$ cat config.mk
export PLATFORM = sky130hd
export DESIGN_NAME = btxk_ram
export DESIGN_NICKNAME = d
export VERILOG_FILES = /design/src/design/btxk_ram.sv
export SDC_FILE = /design/constraint.sdc
export NUM_CORES = 1
export LEC_CHECK = 0
export BUFFER_PORTS_ARGS = -buffer_cell sky130_fd_sc_hd__buf_2
export CORE_MARGIN = 8
export CORE_UTILIZATION = 40
export DETAILED_ROUTE_END_ITERATION = 10
export PLACE_DENSITY_LB_ADDON = 0.25
export SLEW_MARGIN = 20
export SYNTH_ARGS = -nofsm -noshare
export SYNTH_HDL_FRONTEND = slang
export SYNTH_SLANG_ARGS = --single-unit
$ cat constraint.sdc
create_clock -name clk_i -period 1.77 [get_ports clk_i]
set_input_delay 0.177 -clock clk_i [delete_from_list [all_inputs] [get_ports clk_i]]
set_output_delay 0.177 -clock clk_i [all_outputs]
set_load 0.01 [all_outputs]
$ cat src/design/btxk_ram.sv
// generic single-write, single-read synchronous ram, registered read data
// no dependencies
module btxk_ram #(
  parameter int Width = 8,
  parameter int Depth = 16
) (
  input  logic                     clk_i,
  input  logic                     we_i,
  input  logic [$clog2(Depth)-1:0] waddr_i,
  input  logic [Width-1:0]         wdata_i,
  input  logic [$clog2(Depth)-1:0] raddr_i,
  output logic [Width-1:0]         rdata_o
);

  logic [Width-1:0] mem [Depth];

  always_ff @(posedge clk_i) begin
    if (we_i) begin
      mem[waddr_i] <= wdata_i;
    end
    rdata_o <= mem[raddr_i];
  end

endmodule

After elaboration in Yosys (flattened, before gate mapping)
Memories as Yosys holds them, arrays and structs flattened. A register that Yosys moved wholly into a read port is not among the register bits.
Cells that the tools add are included.
{ "word_totals": {"ff_bits": 0, "ramBits": 128, "inputBits": 18, "word_cells": 3, "memories": 1} }
{ "mem_list": {"columns": ["name", "depth", "word_bits", "read_ports", "rd_ports_with_merged_regs", "write_ports", "line", "text"], "rows": [
  ["mem", 16, 8, 1, 1, 1, "15", "logic [Width-1:0] mem [Depth];"]
]} }
{ "classes": {"mux": 2} }
{ "op_table": {"columns": ["operator", "n"], "rows": [
  ["$mux 1", 2]
]} }

Longest topological paths before layout
Gate-level depths: netlist of the first run.
{ "logic_depth": {"depth_word": 2, "ltp_mapped": 5, "mapped_depth_nobuf": 3} }

Worst setup path before layout of the first run
No wires, ideal clock.
{ "synth_path": {"path_kind": "input to register", "start": "in waddr_i[2]", "end": "mem mem[0][0], enable pin", "setup_ns": 0.383, "arrival_time_ns": 1.287, "required_time_ns": 1.387, "setup_slack_ns": 0.100, "path_stages": 2, "cell_sequence": "or3b_2 nor3_1"} }
{ "synth_rtl": {"columns": ["element", "line", "text"], "rows": [
  ["from (decl)", "9", "input logic [$clog2(Depth)-1:0] waddr_i,"],
  ["to (decl)", "15", null]
]} }
Straight into the memory's write port.

==> results.yml, run 1 <==
timing:
  max_freq_mhz: 729
  drv_slew: 0
  setup_viol: 0
  worst_pin_slew_ns: 0.404
  fin_setup_tns_ns: 0
  slew_headroom_pct: 73.1
  hold_viol: 0
  finalCritPeriodShare_pct: 77.5
  rsz0062_at_grt: "no"
  fin_skew_ns: 0.00537
  period_minus_slack_ns: 1.37
route:
  final_antenna_net_count: 0
  drc: 0
  vias: 2425
  drt_wl_total_um: 9730
  wire_per_inst_um: 20.7
  drt_iter0_drc: 179
  via_per_inst: 5.17
  first_pass_iters: 4
final_layout:
  seq_area_um2: 4000
  drive_above_1_share_pct: 32.3
  syn_to_final_growth_pct: 20.7
  layout.cells.non_filler: 469
  final_cell_area_um2: 6210
  diodes: 0
  nets: 302
  final_common_cell: "edfxtp_1"
  multi_input_area_um2: 1060
  final.fill_count: 1059
  layout_common_cells: "edfxtp_1, buf_2, mux4_2, buf_4, clkbuf_16"
pwr:
  ir_drop_uv: 666
  p_leak_nw: 2.13
  power.density_nw_per_um2: 1210
worst_setup_path:
  cpPeakStageDelay_ns: 0.51
  slowest_stage: "mux4_1"
  r2r_slack_ns: 0.40
  cp_max_fo: 1
  cp_cell_sequence: "mux4_1, a22oi_1, nand2_1"
  rr_startpoint: "mem[1][2]$_DFFE_PP_"
  arrival_ns: 1.67
  crit_required_ns: 2.07
  critPathCaptureType: "flop"
  worst-setup-path-type: "reg2reg"
  rr_worst_depth: 3
  worstReg2RegEnd: "rdata_o[2]$_DFF_P_"
  start_kind: "flop"
synth:
  synth_top_area_cell: "edfxtp_1"
  ys_seq_elements: 136
  synth_ff_type: "edfxtp_1"
  synth_area_um2: 5150
  yosys_warnings: 0
  synth-edff-count: 128
  synth.distinct_cells: 19
  netlist_instances: 229
  synth.avg_cell_area_um2: 22.5
  synth_top_area_share_pct: 74.7
  async_flop_share_pct: 0
  synth_area_leaders: "edfxtp_1, mux4_2, mux4_1, dfxtp_1, a22oi_1"
  syn_nets: 247
  yosysSeqAreaShare_pct: 77.8
min_path:
  hold_path_class: "in2reg"
  worstHoldPathCells: 1
  hold_start: "wdata_i[4]"
  whs_endpoint: "mem[14][4]$_DFFE_PP_"
cts:
  clk_pin_slew_ns: 0.06
  clkLatencyLatePin_ns: 0.41
  cts_buffers: 17
  htree_levels: 4
  cts_tree: "yes"
  cts_hold_buf: 0
  cts_setup_buffers: 0
  cts-resized-gates: 0
  cts.sinks: 136
  clk_path_buf_depth: 2
  clockRootBuffer: "clkbuf_16"
grt:
  antenna_found_initial: 0
  first_global_vias: 2558
  grt_max_degree: 33
  grt_pass1_wl_um: 15200
  grt_usage_pct: 12.8
  grt.overflow.total: 0
floorplanning:
  start_util_pct: 40.8
  fp.dieW_um: 129
  design.die.area_um2: 16800
  ioPinCount: 26
  rows: 41
  dieHeight_um: 129
  core_area_um2: 12600
placement:
  gp_congestion: 0.695
  dp_hpwl_um: 6400
  dp_cells: 437
  port_buffers: 25
  placed_area_um2: 5600
outcome:
  outcome: "complete, no violations"
job:
  maxCapViolations: 0
[flip-flops by register name, indices dropped and copies added (netlist names)]
name,flops
rdata_o,8
mem,128
[metrics by stage]
stage                     setup WS [ns]  hold WS [ns]  total power (W)  utilization [%]
after floorplan                   0.100         0.276          0.00388                -
after global placement            0.196         0.565          0.00403             44.3
after detailed placement          0.168         0.575          0.00404             44.3
after CTS                         0.413         0.140          0.00763             49.2
after global routing              0.305         0.154          0.00776             49.2
final                             0.399         0.156          0.00754             49.2
[layer usage]
metal | track usage (%) | routed length (µm) | up-vias
met5 | 0 | 0 | -
met4 | 6.15 | 118 | 0
met3 | 3.70 | 473 | 7
met2 | 20.0 | 4840 | 63
met1 | 16.0 | 4300 | 1269
li1 | - | - | 1086
[power by group]
part | internal (W) | total, W | switching (W)
Clock | 0.00233 | 0.00357 | 0.00124
Sequential | 0.00360 | 0.00362 | 0.0000191
Combinational | 0.000151 | 0.000345 | 0.000194
[synth_stat cells, types with 2 or more instances]
master           instances
nand2b_1                 2
buf_6                    3
nand3b_1                 2
buf_2                    3
mux4_1                  14
edfxtp_1               128
dfxtp_1                  8
mux4_2                  18
nor2_1                  13
nand2_1                  9
nor3_1                   4
clkdlybuf4s25_2          3
a22oi_1                 16
[logic make-up (layout without fill, tap and decap cells)]
logic type      count (synthesis)  count (layout)  synth area share (%)
simple gates                   35              35                  3.18
flops                         136             136                  77.8
mux                            32              32                  15.0
compound gates                 16              16                  2.33
buf+inv                        10              78                  1.68
[how the worst max path moves through the flow]
stage | startpoint | end | slack [ns] | cells after the start
2_1_floorplan | waddr_i[2] | mem[0][0]$_DFFE_PP_ | 0.10 | 2
3_3_place_gp | raddr_i[0] | rdata_o[3]$_DFF_P_ | 0.20 | 5
3_5_place_dp | raddr_i[0] | rdata_o[3]$_DFF_P_ | 0.17 | 5
4_1_cts | mem[1][2]$_DFFE_PP_ | rdata_o[2]$_DFF_P_ | 0.41 | 3
5_1_grt | mem[6][2]$_DFFE_PP_ | rdata_o[2]$_DFF_P_ | 0.31 | 3
6_report | mem[1][2]$_DFFE_PP_ | rdata_o[2]$_DFF_P_ | 0.40 | 3
[worst max-delay path, delay by kind of cell (launching register included)]
kind            cells  cell delay (ns)
mux                 1             0.51
flops               1             0.35
compound gates      1             0.31
simple gates        1             0.08
[final cells by class]
cell class	count	share of cell area [%]
tap	172	3.46
sequential	136	64.5
multi-input combinational	83	17.0
clock inverter	11	2.34
timing repair buffer	46	5.16
clock buffer	21	7.57
Power figures use the tool's default switching activity.
==> run 2: changes to the inputs <==
--- a/config.mk
+++ b/config.mk
@@ -5,6 +5,7 @@
 export SDC_FILE = /design/constraint.sdc
 export NUM_CORES = 1
 export LEC_CHECK = 0
+export ABC_AREA = 1
 export BUFFER_PORTS_ARGS = -buffer_cell sky130_fd_sc_hd__buf_2
 export CORE_MARGIN = 8
 export CORE_UTILIZATION = 40
==> constraint.sdc (replaced) <==
create_clock -name clk_i -period 1.1 [get_ports clk_i]
set_input_delay 0.11 -clock clk_i [delete_from_list [all_inputs] [get_ports clk_i]]
set_output_delay 0.11 -clock clk_i [all_outputs]
set_load 0.01 [all_outputs]
==> results.yml, run 2 <==
synth:
  async_flop_share_pct: 0
  synth.most_common_cell: "nand2_1"
  synth.avg_cell_area_um2: 10.5
  synth_top_area_cell: "edfxtp_1"
  netlist_instances: 551
  synth_area_um2: 5770
  yosys_warnings: 0
  syn_nets: 569
  synth_ff_type: "edfxtp_1"
  synth-edff-count: 128
  synth_top_area_share_pct: 66.7
  synth_commonest_cells: "nand2_1, edfxtp_1, inv_1"
  ys_seq_elements: 136
  synth_area_leaders: "edfxtp_1, nand2_1, nand3_1, inv_1, dfxtp_1"
  synth.distinct_cells: 12
  yosysSeqAreaShare_pct: 69.4
floorplanning:
  core_area_um2: 14300
  rows: 44
  fp.dieW_um: 136
  design.die.area_um2: 18500
  dieHeight_um: 136
  ioPinCount: 26
  start_util_pct: 40.3
final_layout:
  largestRegisters: "mem (128), rdata_o (8)"
  largest_reg_flops: 128
  layout_common_cells: "nand2_1, edfxtp_1, inv_1"
  nets: 617
  top_register: "mem"
  diodes: 0
  drive_above_1_share_pct: 14.1
  final_common_cell: "nand2_1"
  final_util_pct: 47.6
  syn_to_final_growth_pct: 18.3
  final.fill_count: 1298
worst_setup_path:
  path_delay_family: "flip-flops"
  arrival_ns: 0.95
  cp_cell_sequence: "buf_2"
  worst-setup-path-type: "reg2out"
  rr_worst_depth: 6
  cp_max_fo: 1
  crit_required_ns: 0.99
  slowest_stage: "dfxtp_1"
  path_buf_inv: 1
  rr_startpoint: "mem[11][3]$_DFFE_PP_"
  worstReg2RegEnd: "rdata_o[3]$_DFF_P_"
  critPathCaptureType: "output pin"
  r2r_slack_ns: 0.10
  cpPeakStageDelay_ns: 0.38
  start_kind: "flop"
job:
  maxCapViolations: 0
route:
  vias: 3792
  drt_wl_total_um: 13000
  drt_iter0_drc: 360
  first_pass_iters: 4
  final_antenna_net_count: 0
  via_per_inst: 4.76
  drc: 0
  wire_per_inst_um: 16.4
cts:
  clockRootBuffer: "clkbuf_16"
  cts.sinks: 136
  cts_tree: "yes"
  clkLatencyLatePin_ns: 0.41
  clk_pin_slew_ns: 0.06
  clk_path_buf_depth: 2
  htree_levels: 4
  cts_buffers: 17
grt:
  grt.overflow.total: 0
  grt_pass1_wl_um: 20700
  grt_usage_pct: 15.0
  grt_max_degree: 39
  first_global_vias: 3734
  antenna_found_initial: 0
timing:
  fin_skew_ns: 0.00537
  drv_slew: 0
  hold_viol: 0
  period_minus_slack_ns: 1.06
  worst_pin_slew_ns: 0.408
  rsz0062_at_grt: "no"
  fin_setup_tns_ns: 0
  max_freq_mhz: 944
  finalCritPeriodShare_pct: 96.3
  setup_viol: 0
  slew_headroom_pct: 72.8
placement:
  gp_congestion: 0.769
  port_buffers: 25
  dp_hpwl_um: 8360
pwr:
  ir_drop_uv: 951
  p_leak_nw: 2.96
  power_w: 0.0122
  power.density_nw_per_um2: 1790
min_path:
  hold_start: "raddr_i[3]"
  whs_endpoint: "rdata_o[0]$_DFF_P_"
  worstHoldPathCells: 3
  hold_path_class: "in2reg"
outcome:
  outcome: "complete, no violations"
-- run 2: changes by cell type in the layout (fill, tap and decap cells not counted), sizes merged, moves of 2 or more --
cell / delta
mux4: -32
a22oi: -16
inv: +101
buf: +7
nand2b: -2
nand3: +96
nor3: -4
clkbuf: -3
nor2: +4
nand2: +164
clkinvlp: +4
-- run 2: worst max-delay path by stage --
stage,startpoint,end,slack (ns),depth (start not counted)
floorplan,waddr_i[3],mem[4][0]$_DFFE_PP_,0.04,2
global placement,raddr_i[0],rdata_o[4]$_DFF_P_,-0.08,8
detailed placement,raddr_i[0],rdata_o[4]$_DFF_P_,-0.11,8
CTS,rdata_o[2]$_DFF_P_,rdata_o[2],0.02,1
global route,mem[5][4]$_DFFE_PP_,rdata_o[4]$_DFF_P_,0.01,6
finish,rdata_o[2]$_DFF_P_,rdata_o[2],0.04,1
-- run 2: cell type report --
| type | count | area, µm² | share of cell area, % |
|---|---|---|---|
| Clock buffer | 18 | 429 | 6.29 |
| Clock inverter | 14 | 158 | 2.31 |
| Inverter | 102 | 383 | 5.61 |
| Multi-Input combinational cell | 289 | 1220 | 17.9 |
| Sequential cell | 136 | 4000 | 58.7 |
| Tap cell | 184 | 230 | 3.38 |
| Timing Repair Buffer | 53 | 398 | 5.83 |
-- run 2: metrics by stage --
step,hold slack [ns],area (µm²),cells,setup slack [ns]
final,0.0324,6820,796,0.0411
after global routing,0.0366,6820,796,0.0141
after CTS,0.0140,6820,796,0.0186
after detailed placement,0.445,6230,764,-0.107
after global placement,0.426,6230,764,-0.0789
after floorplan,0.209,5770,551,0.0392
-- run 2: power breakdown --
part | internal [W] | switching (W)
Combinational | 0.000244 | 0.000515
Clock | 0.00353 | 0.00206
Sequential | 0.00579 | 0.0000366
-- run 2: logic make-up (layout without fill, tap and decap cells) --
group                  after synthesis  count (layout)  synth area share (%)
AND/OR/NAND/NOR                    289             289                  21.0
flip-flops                         136             136                  69.4
buffers and inverters              126             187                  9.52
-- run 2: what timing repair did --
item / in CTS / in global routing
gates resized for setup: 0 / 1
endpoints found under the hold margin: 0 / 0
hold buffers: 0 / 0
buffers inserted: 0 / 0
endpoints found under the setup margin: 0 / 1
-- run 2: per-layer routing --
metal / global-route usage, % / vias up / share of wire, %
li1: - / 1866 / -
met1: 20.2 / 1816 / 47
met2: 23.2 / 101 / 47
met3: 4.03 / 9 / 5.4
met4: 4.21 / 0 / 0.72
met5: 0 / - / 0
==> run 3: changes to the inputs <==
--- a/config.mk
+++ b/config.mk
@@ -5,10 +5,10 @@
 export SDC_FILE = /design/constraint.sdc
 export NUM_CORES = 1
 export LEC_CHECK = 0
-export ABC_AREA = 1
 export BUFFER_PORTS_ARGS = -buffer_cell sky130_fd_sc_hd__buf_2
 export CORE_MARGIN = 8
 export CORE_UTILIZATION = 40
+export CTS_CLUSTER_DIAMETER = 80
 export DETAILED_ROUTE_END_ITERATION = 10
 export PLACE_DENSITY_LB_ADDON = 0.25
 export SLEW_MARGIN = 20
==> results.yml, run 3 (synthesis results as in run 1) <==
job:
  maxCapViolations: 0
final_layout:
  largestRegisters: "mem (128), rdata_o (8)"
  top_register: "mem"
  largest_reg_flops: 128
  layout.cells.non_filler: 479
  layout_common_cells: "edfxtp_1, mux4_2, buf_2"
  syn_to_final_growth_pct: 23.0
  diodes: 0
  final_common_cell: "edfxtp_1"
  nets: 312
  drive_above_1_share_pct: 43.6
floorplanning:
  fp.dieW_um: 129
  ioPinCount: 26
  rows: 41
  start_util_pct: 40.8
  design.die.area_um2: 16800
  dieHeight_um: 129
  core_area_um2: 12600
worst_setup_path:
  start_kind: "flop"
  crit_required_ns: 1.38
  arrival_ns: 1.56
  worst-setup-path-type: "reg2reg"
  cp_max_fo: 1
  critPathCaptureType: "flop"
cts:
  cts.sinks: 136
  htree_levels: 4
  clk_path_buf_depth: 2
  cts_buffers: 17
  clkLatencyLatePin_ns: 0.41
  cts_setup_buffers: 0
  cts_tree: "yes"
  clockRootBuffer: "clkbuf_16"
  clk_pin_slew_ns: 0.06
grt:
  grt.overflow.total: 0
  grt_max_degree: 20
  grt_usage_pct: 12.7
  antenna_found_initial: 0
  grt_pass1_wl_um: 15000
  first_global_vias: 2539
placement:
  port_buffers: 25
  dp_cells: 447
  dp_hpwl_um: 6550
  gp_congestion: 0.711
timing:
  finalCritPeriodShare_pct: 116
  max_freq_mhz: 782
  period_minus_slack_ns: 1.28
  final.setup.worst_slack_ns: -0.180
  fin_skew_ns: 0.00825
  fin_setup_tns_ns: -1.09
  whs_ns: 0.0853
  worst_pin_slew_ns: 0.923
  slew_headroom_pct: 38.4
  drv_slew: 0
  rsz0062_at_grt: "yes"
  setup_viol: 8
  hold_viol: 0
route:
  vias: 2387
  first_pass_iters: 4
  final_antenna_net_count: 0
  drt_wl_total_um: 9700
  drt_iter0_drc: 228
  drc: 0
  via_per_inst: 4.98
  wire_per_inst_um: 20.2
pwr:
  power_w: 0.0118
  power.density_nw_per_um2: 1870
  ir_drop_uv: 1420
  p_leak_nw: 2.10
min_path:
  hold_path_class: "in2reg"
outcome:
  outcome: "finished, violations left"
  violations: "setup timing"
==> run 3: cell count changes in the layout (fill, tap and decap cells not counted), sizes merged, moves of 3 or more <==
cell,before,now
nand2,173,9
inv,102,0
nand3,97,1
mux4,0,32
a22oi,0,16
nor2,17,13
nor3,0,4
buf,53,56
==> run 3: path summary, 6_finish.rpt <==
| kind | startpoint | end | slack, ns | cells past startpoint |
|---|---|---|---|---|
| max reg2reg | mem[11][1]$_DFFE_PP_ | rdata_o[1]$_DFF_P_ | -0.18 | 3 |
| min reg2reg | mem[3][2]$_DFFE_PP_ | rdata_o[2]$_DFF_P_ | 0.69 | 3 |
| min | wdata_i[6] | mem[14][6]$_DFFE_PP_ | 0.09 | 1 |
| max | mem[11][1]$_DFFE_PP_ | rdata_o[1]$_DFF_P_ | -0.18 | 3 |
==> run 3: where the power goes <==
group | leakage [nW] | internal (W) | total, W | switching (W)
logic | 0.609 | 0.000293 | 0.000627 | 0.000335
registers | 1.22 | 0.00580 | 0.00584 | 0.0000392
clock network | 0.271 | 0.00337 | 0.00536 | 0.00199
total | 2.10 | 0.00946 | 0.0118 | 0.00236
==> run 3: worst max-delay path: stages, from the launching register on <==
cell and delay, ns:
edfxtp_1 0.39, mux4_2 0.50, a22oi_2 0.19, nand2_1 0.09
==> run 3: timing repair <==
item / in CTS / in global routing
pin swaps: 4 / 2
hold buffers: 0 / 0
endpoints found under the setup margin: 8 / 8
endpoints found under the hold margin: 0 / 0
resized for setup: 6 / 1
==> run 3: area by class of cell <==
cell class	count	area, µm²
repair buffers	56	445
flip-flops and latches	136	4000
clock buffers	19	443
well taps	172	215
multi-input cells	83	1090
fillers	1048	6290
clock inverters	13	131
==> run 3: routing by layer <==
metal / wire length, µm / vias to the layer above / GRT usage, %
met5: 0 / - / 0
met4: 160 / 0 / 5.53
met3: 333 / 11 / 3.16
met2: 4800 / 51 / 20.0
met1: 4410 / 1240 / 16.5
li1: - / 1085 / -
==> run 3: metrics by stage <==
step / area (µm²) / util (%) / setup slack [ns]
CTS: 6320 / 50.1 / -0.199
detailed placement: 5720 / 45.3 / -0.359
floorplan: 5180 / - / -0.143
global placement: 5720 / 45.3 / -0.351
global route: 6330 / 50.2 / -0.248
finish: 6330 / 50.2 / -0.180
